<file path="src/design/ille_pkg.sv">
`timescale 1ns / 1ps

package ille_pkg;

    localparam int CMD_W    = 2;
    localparam int POS_W    = 7;
    localparam int VALUE_W  = 32;
    localparam int STATUS_W = 2;
    localparam int COUNT_W  = 7;

    typedef enum logic [CMD_W-1:0] {
        CMD_INSERT = 2'd0,
        CMD_READ   = 2'd1,
        CMD_DELETE = 2'd2,
        CMD_NONE   = 2'd3
    } cmd_t;

    typedef enum logic [STATUS_W-1:0] {
        ST_OK      = 2'd0,
        ST_BAD_POS = 2'd1,
        ST_EMPTY   = 2'd2,
        ST_FULL    = 2'd3
    } status_t;

    typedef enum logic [2:0] {
        S_IDLE,
        S_DECODE,
        S_WALK,
        S_FINISH,
        S_INS2,
        S_DEL2,
        S_LOADV,
        S_RESP
    } state_t;

endpackage

</file>
<file path="src/design/ille_if.sv">
`timescale 1ns / 1ps

interface ille_in_if import ille_pkg::*; ();
    logic                      valid;
    logic                      ready;
    logic [CMD_W-1:0]          command;
    logic [POS_W-1:0]          position;
    logic signed [VALUE_W-1:0] item_value;

    modport source (output valid, output command, output position, output item_value,
                    input ready);
    modport sink   (input valid, input command, input position, input item_value,
                    output ready);
endinterface

interface ille_out_if import ille_pkg::*; ();
    logic                      valid;
    logic                      ready;
    logic signed [VALUE_W-1:0] read_value;
    logic [STATUS_W-1:0]       status;
    logic [COUNT_W-1:0]        entry_count;

    modport source (output valid, output read_value, output status, output entry_count,
                    input ready);
    modport sink   (input valid, input read_value, input status, input entry_count,
                    output ready);
endinterface

</file>
<file path="src/design/indexed_linked_list_engine.sv">
`timescale 1ns / 1ps

// Ordered list of signed 32-bit values kept in CAPACITY linked slots.
// The input channel in_ch carries one command per transaction: insert,
// read or delete at a zero-based position. The output channel out_ch
// returns exactly one result transaction per command: the value read (-1
// on a failed read, 0 for other commands), a status and the new length.
// One command is handled at a time: in_ch.ready is high only while the
// block is idle, and it rises again in the cycle after the result is taken.
// A command that fails its checks goes from S_DECODE straight to S_RESP,
// where out_ch.valid is raised. Otherwise the sequencer follows one link per
// cycle from the head through a single read port of the link memory, in
// S_WALK; a read then passes S_FINISH and S_LOADV, and an insert or a
// delete passes S_FINISH and, for a middle position, S_INS2 or S_DEL2,
// before reaching S_RESP.
// Reset empties the list and marks every slot free; the slot memories
// themselves are not cleared, so the block is ready at once after reset.
// While out_ch.ready is low the result is held stable and no new command
// is accepted.

module indexed_linked_list_engine import ille_pkg::*; #(
    parameter int CAPACITY = 64
) (
    input  logic        clk,
    input  logic        rst_n,
    ille_in_if.sink     in_ch,
    ille_out_if.source  out_ch
);

    localparam int SW = $clog2(CAPACITY);
    localparam int LW = $clog2(CAPACITY + 1);
    localparam int CW = (LW > COUNT_W) ? LW : COUNT_W;

    state_t state_reg, state_next;

    logic [SW-1:0] head_reg, head_next;
    logic [SW-1:0] tail_reg, tail_next;
    logic [LW-1:0] len_reg, len_next;
    logic [LW-1:0] fresh_reg, fresh_next;
    logic [LW-1:0] stk_top_reg, stk_top_next;

    cmd_t                      cmd_reg, cmd_next;
    logic [POS_W-1:0]          pos_reg, pos_next;
    logic signed [VALUE_W-1:0] val_reg, val_next;
    logic [SW-1:0]             cur_reg, cur_next;
    logic [CW-1:0]             hops_reg, hops_next;
    logic [SW-1:0]             slot_reg, slot_next;
    logic [SW-1:0]             victim_reg, victim_next;
    logic signed [VALUE_W-1:0] rv_reg, rv_next;
    status_t                   st_reg, st_next;

    logic                      link_we;
    logic [SW-1:0]             link_waddr, link_wdata, link_raddr, link_q;
    logic                      value_we;
    logic [SW-1:0]             value_waddr;
    logic signed [VALUE_W-1:0] value_q;
    logic                      stk_we;
    logic [SW-1:0]             stk_wdata, stk_raddr, stk_q;

    logic [CW-1:0]             pos_ext, len_ext;
    logic                      len_full, ins_mid, del_mid, cmd_fail;
    status_t                   dec_status;
    logic signed [VALUE_W-1:0] dec_rv;
    logic [CW-1:0]             dec_hops;
    logic [SW-1:0]             alloc_slot;

    ille_ram #(.DEPTH(CAPACITY), .WIDTH(VALUE_W)) u_values (
        .clk   (clk),
        .we    (value_we),
        .waddr (value_waddr),
        .wdata (val_reg),
        .raddr (cur_reg),
        .rdata (value_q)
    );

    ille_ram #(.DEPTH(CAPACITY), .WIDTH(SW)) u_links (
        .clk   (clk),
        .we    (link_we),
        .waddr (link_waddr),
        .wdata (link_wdata),
        .raddr (link_raddr),
        .rdata (link_q)
    );

    // Stack of recycled slots; slots never used yet come from fresh_reg.
    ille_ram #(.DEPTH(CAPACITY), .WIDTH(SW)) u_free_stack (
        .clk   (clk),
        .we    (stk_we),
        .waddr (stk_top_reg[SW-1:0]),
        .wdata (stk_wdata),
        .raddr (stk_raddr),
        .rdata (stk_q)
    );

    assign pos_ext    = CW'(pos_reg);
    assign len_ext    = CW'(len_reg);
    assign len_full   = (len_reg == LW'(CAPACITY));
    assign ins_mid    = (len_reg != '0) && (pos_ext != '0) && (pos_ext != len_ext);
    assign del_mid    = (pos_ext != '0) && (pos_ext != len_ext - CW'(1));
    assign stk_raddr  = SW'(stk_top_reg - LW'(1));
    assign alloc_slot = (stk_top_reg != '0) ? stk_q : fresh_reg[SW-1:0];
    assign cmd_fail   = (dec_status != ST_OK);

    // Checks and walk length for the latched command.
    always_comb
    begin
        dec_status = ST_OK;
        dec_rv     = '0;
        dec_hops   = '0;
        unique case (cmd_reg)
            CMD_INSERT:
            begin
                if (pos_ext > len_ext)
                    dec_status = ST_BAD_POS;
                else if (len_full)
                    dec_status = ST_FULL;
                else if (ins_mid)
                    dec_hops = pos_ext - CW'(1);
            end
            CMD_READ:
            begin
                if (pos_ext >= len_ext)
                begin
                    dec_status = ST_BAD_POS;
                    dec_rv     = '1;
                end
                else
                    dec_hops = pos_ext;
            end
            CMD_DELETE:
            begin
                if (len_reg == '0)
                    dec_status = ST_EMPTY;
                else if (pos_ext >= len_ext)
                    dec_status = ST_BAD_POS;
                else if (pos_ext != '0)
                    dec_hops = pos_ext - CW'(1);
            end
            CMD_NONE:
                dec_status = ST_BAD_POS;
        endcase
    end

    always_comb
    begin
        state_next = state_reg;
        unique case (state_reg)
            S_IDLE:
                if (in_ch.valid)
                    state_next = S_DECODE;
            S_DECODE:
            begin
                if (cmd_fail)
                    state_next = S_RESP;
                else if (dec_hops == '0)
                    state_next = S_FINISH;
                else
                    state_next = S_WALK;
            end
            S_WALK:
                if (hops_reg == CW'(1))
                    state_next = S_FINISH;
            S_FINISH:
            begin
                priority if (cmd_reg == CMD_READ)
                    state_next = S_LOADV;
                else if (cmd_reg == CMD_INSERT && ins_mid)
                    state_next = S_INS2;
                else if (cmd_reg == CMD_DELETE && del_mid)
                    state_next = S_DEL2;
                else
                    state_next = S_RESP;
            end
            S_INS2, S_DEL2, S_LOADV:
                state_next = S_RESP;
            S_RESP:
                if (out_ch.ready)
                    state_next = S_IDLE;
        endcase
    end

    always_comb
    begin
        head_next    = head_reg;
        tail_next    = tail_reg;
        len_next     = len_reg;
        fresh_next   = fresh_reg;
        stk_top_next = stk_top_reg;
        cmd_next     = cmd_reg;
        pos_next     = pos_reg;
        val_next     = val_reg;
        cur_next     = cur_reg;
        hops_next    = hops_reg;
        slot_next    = slot_reg;
        victim_next  = victim_reg;
        rv_next      = rv_reg;
        st_next      = st_reg;
        link_we      = 1'b0;
        link_waddr   = cur_reg;
        link_wdata   = link_q;
        link_raddr   = cur_reg;
        value_we     = 1'b0;
        value_waddr  = alloc_slot;
        stk_we       = 1'b0;
        stk_wdata    = cur_reg;

        unique case (state_reg)
            S_IDLE:
            begin
                if (in_ch.valid)
                begin
                    cmd_next = cmd_t'(in_ch.command);
                    pos_next = in_ch.position;
                    val_next = in_ch.item_value;
                end
            end
            S_DECODE:
            begin
                link_raddr = head_reg;
                cur_next   = head_reg;
                hops_next  = dec_hops;
                st_next    = dec_status;
                rv_next    = dec_rv;
            end
            S_WALK:
            begin
                // link_q holds the link of cur_reg; follow it and fetch the next one.
                link_raddr = link_q;
                cur_next   = link_q;
                hops_next  = hops_reg - CW'(1);
            end
            S_FINISH:
            begin
                if (cmd_reg == CMD_INSERT)
                begin
                    slot_next = alloc_slot;
                    value_we  = 1'b1;
                    if (len_reg == '0)
                    begin
                        head_next = alloc_slot;
                        tail_next = alloc_slot;
                    end
                    else if (pos_ext == '0)
                    begin
                        link_we    = 1'b1;
                        link_waddr = alloc_slot;
                        link_wdata = head_reg;
                        head_next  = alloc_slot;
                    end
                    else if (pos_ext == len_ext)
                    begin
                        link_we    = 1'b1;
                        link_waddr = tail_reg;
                        link_wdata = alloc_slot;
                        tail_next  = alloc_slot;
                    end
                    else
                    begin
                        link_we    = 1'b1;
                        link_waddr = alloc_slot;
                        link_wdata = link_q;
                    end
                    if (stk_top_reg != '0)
                        stk_top_next = stk_top_reg - LW'(1);
                    else
                        fresh_next = fresh_reg + LW'(1);
                    len_next = len_reg + LW'(1);
                end
                else if (cmd_reg == CMD_DELETE)
                begin
                    len_next = len_reg - LW'(1);
                    if (pos_ext == '0)
                    begin
                        if (len_reg == LW'(1))
                        begin
                            head_next = '0;
                            tail_next = '0;
                        end
                        else
                            head_next = link_q;
                        stk_we       = 1'b1;
                        stk_wdata    = cur_reg;
                        stk_top_next = stk_top_reg + LW'(1);
                    end
                    else if (!del_mid)
                    begin
                        tail_next    = cur_reg;
                        stk_we       = 1'b1;
                        stk_wdata    = link_q;
                        stk_top_next = stk_top_reg + LW'(1);
                    end
                    else
                    begin
                        // Fetch the victim's link so that it can be spliced out.
                        victim_next = link_q;
                        link_raddr  = link_q;
                    end
                end
            end
            S_INS2:
            begin
                link_we    = 1'b1;
                link_waddr = cur_reg;
                link_wdata = slot_reg;
            end
            S_DEL2:
            begin
                link_we      = 1'b1;
                link_waddr   = cur_reg;
                link_wdata   = link_q;
                stk_we       = 1'b1;
                stk_wdata    = victim_reg;
                stk_top_next = stk_top_reg + LW'(1);
            end
            S_LOADV:
                rv_next = value_q;
            S_RESP:
            begin
            end
        endcase
    end

    always_ff @(posedge clk or negedge rst_n)
    begin
        if (!rst_n)
        begin
            state_reg   <= S_IDLE;
            head_reg    <= '0;
            tail_reg    <= '0;
            len_reg     <= '0;
            fresh_reg   <= '0;
            stk_top_reg <= '0;
        end
        else
        begin
            state_reg   <= state_next;
            head_reg    <= head_next;
            tail_reg    <= tail_next;
            len_reg     <= len_next;
            fresh_reg   <= fresh_next;
            stk_top_reg <= stk_top_next;
        end
    end

    always_ff @(posedge clk)
    begin
        cmd_reg    <= cmd_next;
        pos_reg    <= pos_next;
        val_reg    <= val_next;
        cur_reg    <= cur_next;
        hops_reg   <= hops_next;
        slot_reg   <= slot_next;
        victim_reg <= victim_next;
        rv_reg     <= rv_next;
        st_reg     <= st_next;
    end

    assign in_ch.ready        = (state_reg == S_IDLE);
    assign out_ch.valid       = (state_reg == S_RESP);
    assign out_ch.read_value  = rv_reg;
    assign out_ch.status      = st_reg;
    assign out_ch.entry_count = len_ext[COUNT_W-1:0];

endmodule

</file>
<file path="src/design/ille_ram.sv">
`timescale 1ns / 1ps

module ille_ram #(
    parameter int DEPTH = 64,
    parameter int WIDTH = 32
) (
    input  logic                     clk,
    input  logic                     we,
    input  logic [$clog2(DEPTH)-1:0] waddr,
    input  logic [WIDTH-1:0]         wdata,
    input  logic [$clog2(DEPTH)-1:0] raddr,
    output logic [WIDTH-1:0]         rdata
);

    logic [WIDTH-1:0] mem [DEPTH];

    always_ff @(posedge clk)
    begin
        if (we)
        begin
            mem[waddr] <= wdata;
        end
        rdata <= mem[raddr];
    end

endmodule

</file>
<file path="src/flat_wrapper.sv">
// flat-port wrapper written by rule: the top's interface ports become plain ports
module indexed_linked_list_engine_flat import ille_pkg::*;
#(
    parameter int CAPACITY = 64
)
  (clk, rst_n, in_ch_valid, in_ch_command, in_ch_position, in_ch_item_value, in_ch_ready, out_ch_valid, out_ch_read_value, out_ch_status, out_ch_entry_count, out_ch_ready);
  ille_in_if in_ch_i ();
  ille_out_if out_ch_i ();
  input  logic clk;
  input  logic rst_n;
  input wire logic [$bits(in_ch_i.valid)-1:0] in_ch_valid;
  input wire logic [$bits(in_ch_i.command)-1:0] in_ch_command;
  input wire logic [$bits(in_ch_i.position)-1:0] in_ch_position;
  input wire logic [$bits(in_ch_i.item_value)-1:0] in_ch_item_value;
  output wire logic [$bits(in_ch_i.ready)-1:0] in_ch_ready;
  output wire logic [$bits(out_ch_i.valid)-1:0] out_ch_valid;
  output wire logic [$bits(out_ch_i.read_value)-1:0] out_ch_read_value;
  output wire logic [$bits(out_ch_i.status)-1:0] out_ch_status;
  output wire logic [$bits(out_ch_i.entry_count)-1:0] out_ch_entry_count;
  input wire logic [$bits(out_ch_i.ready)-1:0] out_ch_ready;
  assign in_ch_i.valid = in_ch_valid;
  assign in_ch_i.command = in_ch_command;
  assign in_ch_i.position = in_ch_position;
  assign in_ch_i.item_value = in_ch_item_value;
  assign in_ch_ready = in_ch_i.ready;
  assign out_ch_valid = out_ch_i.valid;
  assign out_ch_read_value = out_ch_i.read_value;
  assign out_ch_status = out_ch_i.status;
  assign out_ch_entry_count = out_ch_i.entry_count;
  assign out_ch_i.ready = out_ch_ready;
  indexed_linked_list_engine #(.CAPACITY(CAPACITY)) u_core (.clk(clk), .rst_n(rst_n), .in_ch(in_ch_i), .out_ch(out_ch_i));
endmodule
</file>
<file path="config.mk">
export PLATFORM = sky130hd
export DESIGN_NAME = indexed_linked_list_engine_flat
export DESIGN_NICKNAME = d
export VERILOG_FILES = /design/src/design/ille_pkg.sv /design/src/design/ille_if.sv /design/src/design/indexed_linked_list_engine.sv /design/src/design/ille_ram.sv /design/src/flat_wrapper.sv
export SDC_FILE = /design/constraint.sdc
export NUM_CORES = 2
export LEC_CHECK = 0
export BUFFER_PORTS_ARGS = -buffer_cell sky130_fd_sc_hd__buf_2
export CORE_MARGIN = 4
export CORE_UTILIZATION = 45
export CTS_CLUSTER_SIZE = 8
export DETAILED_ROUTE_END_ITERATION = 7
export GPL_TIMING_DRIVEN = 1
export PLACE_DENSITY_LB_ADDON = 0.2
export SLEW_MARGIN = 0
export SYNTH_ARGS = -nofsm -noshare
export SYNTH_HDL_FRONTEND = slang
export SYNTH_SLANG_ARGS = --single-unit
</file>
<file path="constraint.sdc">
create_clock -name clk -period 4.3 [get_ports clk]
set_input_delay 0.215 -clock clk [delete_from_list [all_inputs] [get_ports clk]]
set_output_delay 0.215 -clock clk [all_outputs]
set_load 0.005 [all_outputs]
</file>
## Yosys cells after proc, flatten, opt, wreduce, memory -nomap -nowiden

Memories as Yosys holds them, arrays and structs flattened. A register that Yosys moved wholly into a read port is not among the register bits.
Index checks and enable logic that the tools add are counted.

| operators by class | value |
|---|---|
| div/mod/pow operators | 0 |
| magnitude comparators | 2 |
| reductions and logical operators | 31 |
| mux-type cells | 86 |
| add/subtract/negate cells | 7 |
| shift-type cells | 0 |
| $mul | 0 |
| bitwise logic cells | 3 |
| equal/unequal tests | 26 |

Operators with widths:

| operator | count |
|---|---|
| 2-to-1 mux 6 bit | 32 |
| 2-to-1 mux 7 bit | 14 |
| 2-to-1 mux 32 bit | 2 |
| one-hot mux 32 bit (2 select lines) | 1 |
| one-hot mux 6 bit (2 select lines) | 3 |
| one-hot mux 7 bit (2 select lines) | 2 |
| subtractor 7 x 1 -> 7 bit, second input constant | 4 |
| adder 7 x 1 -> 7 bit, second input constant | 3 |
| zero test 7 bit | 3 |
| one-hot mux 7 bit (3 select lines) | 1 |
| nonzero test 7 bit | 3 |
| 2-to-1 mux 3 bit | 6 |
| one-hot mux 3 bit (6 select lines) | 1 |
| one-hot mux 6 bit (3 select lines) | 1 |
| 2-to-1 mux 1 bit | 16 |
| equality test 7 x 1 -> 1 bit, second input constant | 2 |
| != test 7 bit | 2 |
| nonzero test 2 bit | 7 |
| equality test 3 bit, second input constant | 4 |
| != test 3 x 2 -> 1 bit, second input constant | 4 |
| 2-to-1 mux 2 bit | 4 |
| one-hot mux 2 bit (4 select lines) | 1 |
| AND reduction 4 bit | 2 |
| equality test 7 bit | 1 |
| 23 further kinds | 36 |

| storage, ports and cells | value |
|---|---|
| memories | 3 |
| word-level logic and storage cells | 173 |
| RAM bits | 2816 |
| bits in registers | 136 |
| bits in read-only memories | 0 |
| latch bits | 0 |

Memory list:

| name | words | width | read ports | clocked after Yosys merged registers in | wr ports | RTL line | source |
|---|---|---|---|---|---|---|---|
| u_core.u_values.mem | 64 | 32 | 1 | 1 | 1 | ille_ram.sv:15 | `logic [WIDTH-1:0] mem [DEPTH];` |
| u_core.u_free_stack.mem | 64 | 6 | 1 | 1 | 1 | ille_ram.sv:15 |  |
| u_core.u_links.mem | 64 | 6 | 1 | 1 | 1 | ille_ram.sv:15 |  |

## Logic depth before layout (Yosys ltp)

| depth | value |
|---|---|
| word-level depth | 11 |
| mapped depth | 15 |

## Modules after synthesis

A second synthesis with hierarchy kept.

| second synthesis, totals | value |
|---|---|
| cell total of the unflattened synthesis | 5453 |
| area total of the unflattened synthesis | 116170.2 µm² |

Modules (own cells, without submodules):

| module | instances | cells each | area each (µm²) |
|---|---|---|---|
| ille_ram at u_core.u_values | 1 | 3324 | 78515.3 |
| ille_ram at u_core.u_links | 1 | 720 | 15225.9 |
| ille_ram at u_core.u_free_stack | 1 | 729 | 15205.8 |
| indexed_linked_list_engine | 1 | 680 | 7223.2 |

## Least setup slack after synthesis

Ideal clock, no wire load.

| path | value |
|---|---|
| path type | register -> register |
| start | reg u_core.stk_top_reg[0] |
| end | mem u_core.u_values.mem[13][0] (enable) |
| buffers on the path | 3 |
| stages on the path, launching flop included | 11 |
| setup time | 421 ps |
| required time | 3879 ps |
| arrival | 4226 ps |
| path slack | -347 ps |
| cell sequence | dfrtp_1 clkbuf_1 clkbuf_1 inv_1 ha_1 or4b_1 buf_2 mux2i_1 nand3_1 or3_1 nor2_1 |

| between the ends | value |
|---|---|
| longest elaborated chain between the ends | 2 |

Ends and longest elaborated chain:

| what | RTL line | source |
|---|---|---|
| start: declaration | indexed_linked_list_engine.sv:40 | `logic [LW-1:0] stk_top_reg, stk_top_next;` |
| start signal: assignment | indexed_linked_list_engine.sv:341 | `stk_top_reg <= stk_top_next;` |
| nonzero test 7 bit | indexed_linked_list_engine.sv:101 | `assign alloc_slot = (stk_top_reg != '0) ? stk_q : fresh_reg[SW-1:0];` |
| 2-to-1 mux 6 bit | indexed_linked_list_engine.sv:101 |  |
| end: declaration | ille_ram.sv:15 |  |

No other way between the ends.

## Worst setup path after layout

| path | value |
|---|---|
| start | reg u_core.len_reg[1] (netlist: u_core.out_ch.entry_count[1]) |
| end | reg u_core.u_links.rdata[3] (read register of u_core.u_links.mem) |

| between the ends | value |
|---|---|
| longest elaborated chain between the ends | 8 |

Ends and longest elaborated chain:

| what | RTL line | source |
|---|---|---|
| start: declaration | indexed_linked_list_engine.sv:38 | `logic [LW-1:0] len_reg, len_next;` |
| start signal: assignment | indexed_linked_list_engine.sv:339 | `len_reg <= len_next;` |
| subtractor 7 x 1 -> 7 bit | indexed_linked_list_engine.sv:99 | `assign del_mid = (pos_ext != '0) && (pos_ext != len_ext - CW'(1));` |
| != test 7 bit | indexed_linked_list_engine.sv:99 |  |
| logical AND 1 bit | indexed_linked_list_engine.sv:99 |  |
| 2-to-1 mux 6 bit | indexed_linked_list_engine.sv:285 | `else if (!del_mid)` |
| 2-to-1 mux 6 bit | indexed_linked_list_engine.sv:272 | `if (pos_ext == '0)` |
| 2-to-1 mux 6 bit | indexed_linked_list_engine.sv:269 | `else if (cmd_reg == CMD_DELETE)` |
| 2-to-1 mux 6 bit | indexed_linked_list_engine.sv:234 | `if (cmd_reg == CMD_INSERT)` |
| one-hot mux 6 bit (3 select lines) | indexed_linked_list_engine.sv:207 | `unique case (state_reg)` |
| end: declaration | ille_ram.sv:12 | `output logic [WIDTH-1:0] rdata` |

No other way between the ends.
A chain may end at the register's enable or synchronous reset.

==> out/metrics.cfg <==
[finish]
largest_registers = u_core.u_values.mem: 2048 flops, u_core.u_free_stack.mem: 384 flops, u_core.u_links.mem: 384 flops
drive_gt1_share_pct = 29.0
areaGrowthSynthToFinish_pct = 17.3
finalCoreUtilization_pct = 53.0
fin_nets = 6047
top_register = u_core.u_values.mem
largest_reg_flops = 2048
n_fill_cell = 19500

[yosys]
synthTopCellsByCount = edfxtp_1, mux4_2, nor2_1
ys_async_sr_fraction_pct = 1.17
yosysMostFrequentCell = edfxtp_1
netlist_instances = 5362
synth_cell_types = 74
yosys-top-cells-area = edfxtp_1, mux4_2, nor2_1
synth_edf_count = 2916
synth_flop_cell = edfxtp_1
yosys.area.top_type = edfxtp_1
ys_seq_elements = 2995
synth_nets = 5425
synth_area_um2 = 116000
yosysSeqAreaShare_pct = 77.1
yosys_warnings = 0
synth_top_area_share_pct = 75.5
avgSynthCellArea_um2 = 21.6

[sta]
worstMarginPinSlew_ns = 1.19
hold_viol_final = 0
rsz0062_at_grt = true
setup_viol = 0
final.period_utilization_pct = 95.9
slew_headroom_pct = 20.4
skew_ns = 0.0855
finalSetupTns_ns = 0
fmax_ghz = 0.242
fin_crit_ns = 4.12
maxSlewViolCount = 0
setup_slack_ns = 0.176

[setup_path]
crit_arrival_ns = 4.95
critPathMaxFanout = 13
crit_path_start_kind = flop
worst-setup-path-type = flop to flop
end_kind = flop
required_ns = 5.13
r2r_end = u_core.u_links.rdata[3]
r2r_slack_ns = 0.18
reg2reg_depth = 15
r2r_start = u_core.out_ch.entry_count[1]

[drt]
ant_nets = 0
drc_errors = 0
wl_per_cell_um = 29.7
drtPass1Iterations = 6
vias_per_cell = 5.99
drtIter0Drc = 6521
wl_um = 283000
vias = 57100

[hold_path]
worstHoldPathCells = 2
hp-start = in_ch_item_value[16]
hold_path.class = primary input to flop
hold_end = u_core.val_reg[16]

[floorplanning]
die_area_um2 = 266000
core_area_um2 = 257000
boundaryPins = 88
die_w_um = 516
die_h_um = 516
rows = 186
initial_core_util_pct = 45.2

[clock_tree]
clkTransAtPathRegs_ns = 0.05
cts.path.max_buffers = 4
clkLatencyLatePin_ns = 0.99
clock_tree.root_cell = clkbuf_16
tritoncts.num_buffers = 425
numClockSinks = 2995
cts_tree = done
htreeDepth = 5

[pwr]
power_mw = 88.3
ir_drop_v = 0.000783
p_per_area_nw_per_um2 = 649
leakagePower_nw = 43.3

[global_route]
grt_pass1_vias = 58400
antenna_found_initial = 22
grt_first_pass_wirelength_um = 412000
grt-ovfl-total = 0
grt_use_total_pct = 21.3
grt_start_max_net_pins = 101

[run_status]
status = finished clean

[placed_design]
dp_slack_ns = -0.229
gp_congestion = 0.872
dp_hpwl_um = 162000
port_buffers = 87

[job]
maxCapViolCount = 0

cells in the final DEF (no fill, tap or decap), drive strengths merged, types with 9 or more instances in the layout:
cell type	count
buf	418
inv	38
a21o	37
nand2	240
o21ai	58
dlygate4sd3	72
o21a	11
o221ai	25
mux2i	58
ha	18
nor3	24
edfxtp	2916
nor2	272
nand3	43
nor4	38
xnor2	25
a21oi	52
clkbuf	568
or3	13
dfrtp	35
a211oi	78
diode	9
a22oi	9
and3	73
a311oi	72
mux4	798
dfxtp	44
metal layers:
metal / GRT usage (%) / vias to the layer above / wire length, um / share of wire (%)
met3: 3.78 / 414 / 21000 / 7.4
met5: 0 / - / 0 / 0
met1: 31.1 / 30600 / 119000 / 42
met2: 33.5 / 2310 / 136000 / 48
li1: - / 23700 / - / -
met4: 5.62 / 0 / 6620 / 2.3
area by class of cell:
| type | count | area [um2] | area share (%) |
|---|---|---|---|
| inverter | 32 | 120 | 0.0883 |
| clock buffer | 568 | 11300 | 8.31 |
| sequential | 2995 | 89300 | 65.7 |
| clock inverter | 11 | 143 | 0.105 |
| multi-input combinational | 2040 | 25900 | 19.1 |
| antenna | 9 | 22.5 | 0.0166 |
| tap | 3384 | 4230 | 3.11 |
| timing repair buffer | 490 | 4930 | 3.62 |
worst max-delay path: stages (launching register included):
cell and delay [ns]:
dfrtp_1 0.37, inv_1 0.16, ha_1 0.31, nor3b_1 0.27, xnor2_1 0.15, nand4b_1 0.20
a211oi_4 0.35, buf_4 0.22, o21ai_0 0.11, o21ai_2 0.12, or2_1 0.66, buf_4 0.36
a311oi_1 0.08, nor4_1 0.38, buf_4 0.20, nor4_1 0.04
cells by family (layout without fill, tap and decap cells):
family                   count (synthesis)  in the layout  share of synthesized area, %
AO/OA/AOI/OAI                          380            380                          2.37
multiplexers                           863            863                          16.1
flip-flops                            2995           2995                          77.1
AND/OR/NAND/NOR                        747            747                          2.91
XOR/XNOR                                32             32                         0.242
other                                    0              9                             0
adder cells (fa/ha/maj)                 18             18                         0.194
buffers and inverters                  327           1101                          1.16
metrics by stage:
step | std cells | hold slack, ns | cell area [um2]
2_1_floorplan | 5362 | -0.0806 | 116000
3_3_place_gp | 8866 | 0.391 | 124000
3_5_place_dp | 8866 | 0.393 | 124000
4_1_cts | 9518 | 0.00527 | 136000
5_1_grt | 9526 | 0.0272 | 136000
6_report | 9529 | 0.0566 | 136000
worst max path at each step:
stage / from / end / slack, ns
after detailed placement: u_core.out_ch.entry_count[1] / u_core.u_links.rdata[0] / -0.23
after global placement: u_core.out_ch.entry_count[1] / u_core.u_links.rdata[0] / -0.15
after floorplan: u_core.stk_top_reg[0] / u_core.u_values.mem[13][0] / -0.35
after global routing: u_core.out_ch.entry_count[4] / u_core.u_links.rdata[1] / 0.01
after CTS: u_core.out_ch.entry_count[1] / u_core.u_links.rdata[2] / 0.001
final: u_core.out_ch.entry_count[1] / u_core.u_links.rdata[3] / 0.18
what timing repair did:
action	CTS	global route
hold buffers	73	0
buffers inserted	0	2
resized for setup	4	17
pin swaps	0	3
endpoints found under the hold margin	90	0
setup endpoints to repair	4	75
where the power goes:
group / internal, mW / switching, mW
registers: 34.4 / 0.654
logic: 10.0 / 14.0
clock network: 17.9 / 11.2
Note: power is estimated with default switching activity, not from simulation.
